## config.mk

```make
export PLATFORM = sky130hd
export DESIGN_NAME = swrs_cell
export DESIGN_NICKNAME = d
export VERILOG_FILES = /design/src/hdl/swrs_pkg.sv /design/src/hdl/swrs_cell.sv
export SDC_FILE = /design/constraint.sdc
export NUM_CORES = 1
export LEC_CHECK = 0
export ABC_CLOCK_PERIOD_IN_PS = 5600
export BUFFER_PORTS_ARGS = -buffer_cell sky130_fd_sc_hd__buf_2
export CORE_AREA = 2 2 183 185
export CTS_CLUSTER_DIAMETER = 40
export DETAILED_ROUTE_END_ITERATION = 10
export DIE_AREA = 0 0 185 187
export PLACE_DENSITY = 0.54
export SETUP_SLACK_MARGIN = 0.5
export SLEW_MARGIN = 40
export SYNTH_ARGS = -nofsm -noshare
export SYNTH_HDL_FRONTEND = slang
export SYNTH_SLANG_ARGS = --single-unit
```

## constraint.sdc

```tcl
create_clock -name clk -period 5.6 [get_ports clk]
set_input_delay 0.84 -clock clk [delete_from_list [all_inputs] [get_ports clk]]
set_output_delay 0.84 -clock clk [all_outputs]
set_load 0.01 [all_outputs]
```

## src/hdl/swrs_pkg.sv

```systemverilog
`timescale 1ns / 1ps
package swrs_pkg;

  localparam int KEY_W = 64;
  localparam int TAG_W = 32;

  // operation codes
  localparam logic [1:0] OP_INSERT   = 2'd0;
  localparam logic [1:0] OP_REMOVE   = 2'd1;
  localparam logic [1:0] OP_MIN_RANK = 2'd2;
  localparam logic [1:0] OP_GET      = 2'd3;

  localparam logic [KEY_W-1:0] SIGN_BIT = {1'b1, {(KEY_W-1){1'b0}}};

  // broadcast control from the sequencer to every cell
  typedef struct packed {
    logic cmp_en;    // register compare flags
    logic le_mode;   // flag means "<= query" rather than "< query"
    logic get_mode;  // leaf marks the addressed cell instead of the boundary
    logic ins_en;    // shift up and drop the new item in
    logic rem_en;    // shift down over the removed entry
  } cell_ctrl_t;

  // Map a double bit pattern onto an unsigned value of the same order;
  // negative zero folds onto positive zero.
  function automatic logic [KEY_W-1:0] order_of(input logic [KEY_W-1:0] k);
    logic [KEY_W-1:0] z;
    z = (k == SIGN_BIT) ? '0 : k;
    if (z[KEY_W-1]) begin
      return ~z;
    end
    return z | SIGN_BIT;
  endfunction

endpackage

```

## src/hdl/swrs_cell.sv

```systemverilog
`timescale 1ns / 1ps
module swrs_cell import swrs_pkg::*; #(
  parameter int INDEX = 0,
  parameter int CW    = 9
) (
  input  logic             clk,
  input  cell_ctrl_t       ctrl,
  input  logic [KEY_W-1:0] query_ord,
  input  logic [7:0]       rank,
  input  logic [CW-1:0]    count,
  input  logic [KEY_W-1:0] ins_key,
  input  logic [TAG_W-1:0] ins_tag,
  input  logic             prev_flag,
  input  logic [KEY_W-1:0] prev_key,
  input  logic [TAG_W-1:0] prev_tag,
  input  logic [KEY_W-1:0] next_key,
  input  logic [TAG_W-1:0] next_tag,
  output logic [KEY_W-1:0] key,
  output logic [TAG_W-1:0] tag,
  output logic             flag,
  output logic             leaf_valid
);

  localparam int RW = (CW > 8) ? CW : 8;
  localparam logic [RW-1:0] IDX = RW'(INDEX);

  logic [KEY_W-1:0] own_ord;
  logic             occ;
  logic             below;
  logic             sel;

  // local compare against the broadcast query
  assign own_ord = order_of(key);
  assign occ     = IDX < RW'(count);
  assign below   = ctrl.le_mode ? (own_ord <= query_ord) : (own_ord < query_ord);

  always_ff @(posedge clk) begin
    if (ctrl.cmp_en) begin
      flag <= occ && below;
      sel  <= occ && (RW'(rank) == IDX);
    end
  end

  // boundary cell (first unflagged) or addressed cell feeds the tree
  assign leaf_valid = ctrl.get_mode ? sel : !flag;

  // shift with the neighbours; flags form a thermometer along the row
  always_ff @(posedge clk) begin
    if (ctrl.ins_en && !flag) begin
      key <= prev_flag ? ins_key : prev_key;
      tag <= prev_flag ? ins_tag : prev_tag;
    end else if (ctrl.rem_en && !flag) begin
      key <= next_key;
      tag <= next_tag;
    end
  end

endmodule

```

==> flow_summary.toml <==
[flow_run]
cap_violations = 0

[clock_tree]
clk_path_buf_depth = 2
root_buffer = "clkbuf_16"
hold_buffers = 0
post_cts_buffers = 0
cts_tree = "built"
path_clk_slew_ps = 80
cts_max_level = 3
numCtsBuffers = 9
insertion_delay_ps = 350
cts.sinks = 98
cts_resized = 0

[power_and_ir_drop]
switching_power_uw = 956
p_leak_nw = 5.37
p_sw_share_pct = 35.9
intPower_mw = 1.70
power_frac_seq_pct = 39.8
power_mw = 2.66
p_per_area_mw_per_mm2 = 247
peakVddDrop_v = 0.000127
pwr-share-comb_pct = 37.2
power_frac_clock_pct = 23.0

[synthesis]
ys_seq_elements = 98
netlist_instances = 822
syn_area_sq_mm = 0.00755
synth_fa_ha_area_share_pct = 10.6
synth_cell_types = 38
ys.warnings.count = 0
synth_top_family_by_area = "simple AND/OR/NAND/NOR gates"
synth.mux.area_fraction_pct = 12.7
synthSimpleGateAreaFrac_pct = 14.4
synth_compound_area_share_pct = 10.5
synth_fp_nets = 1261
synth_seq_area_share_pct = 39.0
avgSynthCellArea_sq_um = 9.19
synth_xor_area_share_pct = 7.42

[grt]
grt_pass1_vias = 7526
grtUsageTotal_pct = 17.1
antenna_found_initial = 2
grt_max_degree = 110
grt_overflow = 0
grt_pass1_wl_um = 43700

[floorplanning]
dieArea_sq_mm = 0.0346
start_util_pct = 23.0
die_w_um = 185
ios = 474
row_count = 67
die_h_um = 187
core-area_sq_mm = 0.0329

[hold_path]
worstHoldStart = "ctrl[4]"
hold_path_class = "in2reg"
hold_path_depth = 1
whs_endpoint = "sel"

[setup_path]
r2r_cells = 12
path_common_cell = "nand4_1"
crit_chain = "nor4_1, nand4_1, nor4_4, buf_12, nor2_1, ha_1, nand4_1, nor3_1, nand4_1, or4_1, or3_1, o211ai_1"
slowest_stage = "nor4_1"
worstSetupPathType = "reg2reg"
cp_top_family = "simple AND/OR/NAND/NOR gates"
end_kind = "flip-flop"
cp-startpoint = "key[0]"
cp_num_buf_inv = 1
reg2reg_slack_ps = 1380
worstPathMaxFanout = 64
regToRegEndpoint = "flag"
crit_path_max_incr_delay_ps = 560
critPathLaunchType = "flip-flop"
timing.critical_path.required_ps = 5800
critPathArrivalTime_ps = 4410
r2r-start = "key[0]"

[sta]
fin_tns_setup_ps = 0
fin_crit_sh_pct = 75.3
finalHoldViolations = 0
fmax_mhz = 237
setup_violations = 0
final_max_slew_viol_count = 0
tightest_slew_ps = 744
rsz0062_at_grt = "false"
fin_skew_ps = 14.9
post-route-min-period_ps = 4220
slew_headroom_pct = 50.4
timing.hold.ws_ps = 723

[final_layout]
seqCellArea_sq_mm = 0.00294
stdcell_count = 1723
drive_gt1_share_pct = 39.4
num-fill-cells = 3565
final_nets = 1707
mostFrequentLayoutCells = "buf_2, nand2_1, o21ai_0"
multi_input_area_sq_mm = 0.00422
final_common_cell = "buf_2"
areaGrowthSynthToFinish_pct = 42.3

[run_status]
status = "finished, final reports clean"

[placement]
dp.cells = 1705
port_buffers = 473
place.gp.congestion = 0.896
dp_hpwl_um = 25900

[detailed_routing]
drtIter0Drc = 382
drt_pass1_iterations = 4
viasPerCell = 4.38
wl_per_cell_um = 17.7
routed_wl_um = 30500
ant_nets = 0
route.vias.total = 7553
drt_drc_violations_left = 0
worst register-to-register path, stage by stage, from the launching register on:
cell      delay, ps
edfxtp_1        470
nor4_1          560
nand4_1         370
nor4_4          280
buf_12          310
nor2_1          120
ha_1            310
nand4_1         100
nor3_1          430
nand4_1         170
or4_1           530
or3_1           310
o211ai_1         90
metal layers:
| layer | wire [um] | up-vias | global-route usage, % |
|---|---|---|---|
| li1 | - | 3788 | - |
| met2 | 14400 | 299 | 28.5 |
| met1 | 13300 | 3422 | 22.2 |
| met3 | 1820 | 44 | 3.06 |
| met5 | 0 | - | 0 |
| met4 | 944 | 0 | 6.11 |
per-stage QoR:
| step | worst slack, ps | utilization [%] | instance area [sq um] |
|---|---|---|---|
| final | 1380 | 32.7 | 10700 |
| after global routing | 990 | 32.7 | 10700 |
| after CTS | 1130 | 32.7 | 10700 |
| after detailed placement | 1170 | 31.8 | 10500 |
| after global placement | 1220 | 31.7 | 10400 |
| after floorplan | 1810 | - | 7560 |
cells in the mapped netlist:
cell type / number / area, sq um
nand4_1: 12 / 75.1
clkbuf_1: 39 / 146
buf_2: 4 / 20.0
nor3_1: 6 / 30.0
mux2i_1: 96 / 961
nor4b_1: 1 / 8.76
a21oi_1: 19 / 95.1
nor4_4: 1 / 21.3
nand3_1: 8 / 40.0
a211oi_1: 4 / 30.0
nand2_1: 116 / 435
o211ai_1: 3 / 22.5
o2111ai_1: 1 / 8.76
a221oi_1: 2 / 17.5
o311ai_1: 1 / 8.76
a211o_1: 1 / 8.76
nand2b_1: 5 / 31.3
and3_1: 3 / 18.8
xnor2_1: 63 / 552
nor4_1: 18 / 113
a2111o_1: 1 / 11.3
o221ai_1: 1 / 8.76
and4_1: 2 / 17.5
xor2_1: 1 / 8.76
inv_1: 63 / 236
or4_1: 1 / 7.51
nor2b_1: 1 / 6.26
o21ai_0: 103 / 515
o21a_1: 1 / 7.51
nor2_1: 72 / 270
buf_1: 2 / 7.51
o2bb2ai_1: 1 / 8.76
a21o_1: 4 / 30.0
ha_1: 63 / 788
maj3_2: 1 / 11.3
or3_1: 2 / 12.5
edfxtp_1: 98 / 2940
a221o_1: 2 / 20.0
flip-flops by register name, indices dropped and copies added (netlist names):
signal and count:
flag 1, sel 1, key 64, tag 32
logic make-up after synthesis:
family          after synthesis
fa+ha+maj                    64
mux                          96
xor+xnor                     64
simple gates                248
flops                        98
buf+inv                     108
compound gates              144
power groups by stage:
stage / clock network [mW] / logic, mW / registers, mW
final: 0.612 / 0.988 / 1.06
after global routing: 0.668 / 1.12 / 1.07
after CTS: 0.640 / 1.00 / 1.06
after detailed placement: 0 / 0.999 / 1.08
after global placement: 0 / 0.978 / 1.08
after floorplan: 0 / 0.547 / 1.07
worst max path at each step:
stage / cells past startpoint / endpoint
after CTS: 13 / flag
after global placement: 12 / flag
after floorplan: 2 / key[0]
after global routing: 12 / flag
after detailed placement: 13 / flag
final: 12 / flag
area by class of cell:
class / instances / share of cell area (%)
antenna: 2 / 0.0466
clock inverter: 7 / 0.559
inverter: 63 / 2.20
tap: 448 / 5.22
timing repair buffer: 480 / 23.2
clock buffer: 9 / 2.10
sequential: 98 / 27.4
multi-input combinational: 616 / 39.3
No activity file was read; power rests on OpenSTA's default activity.
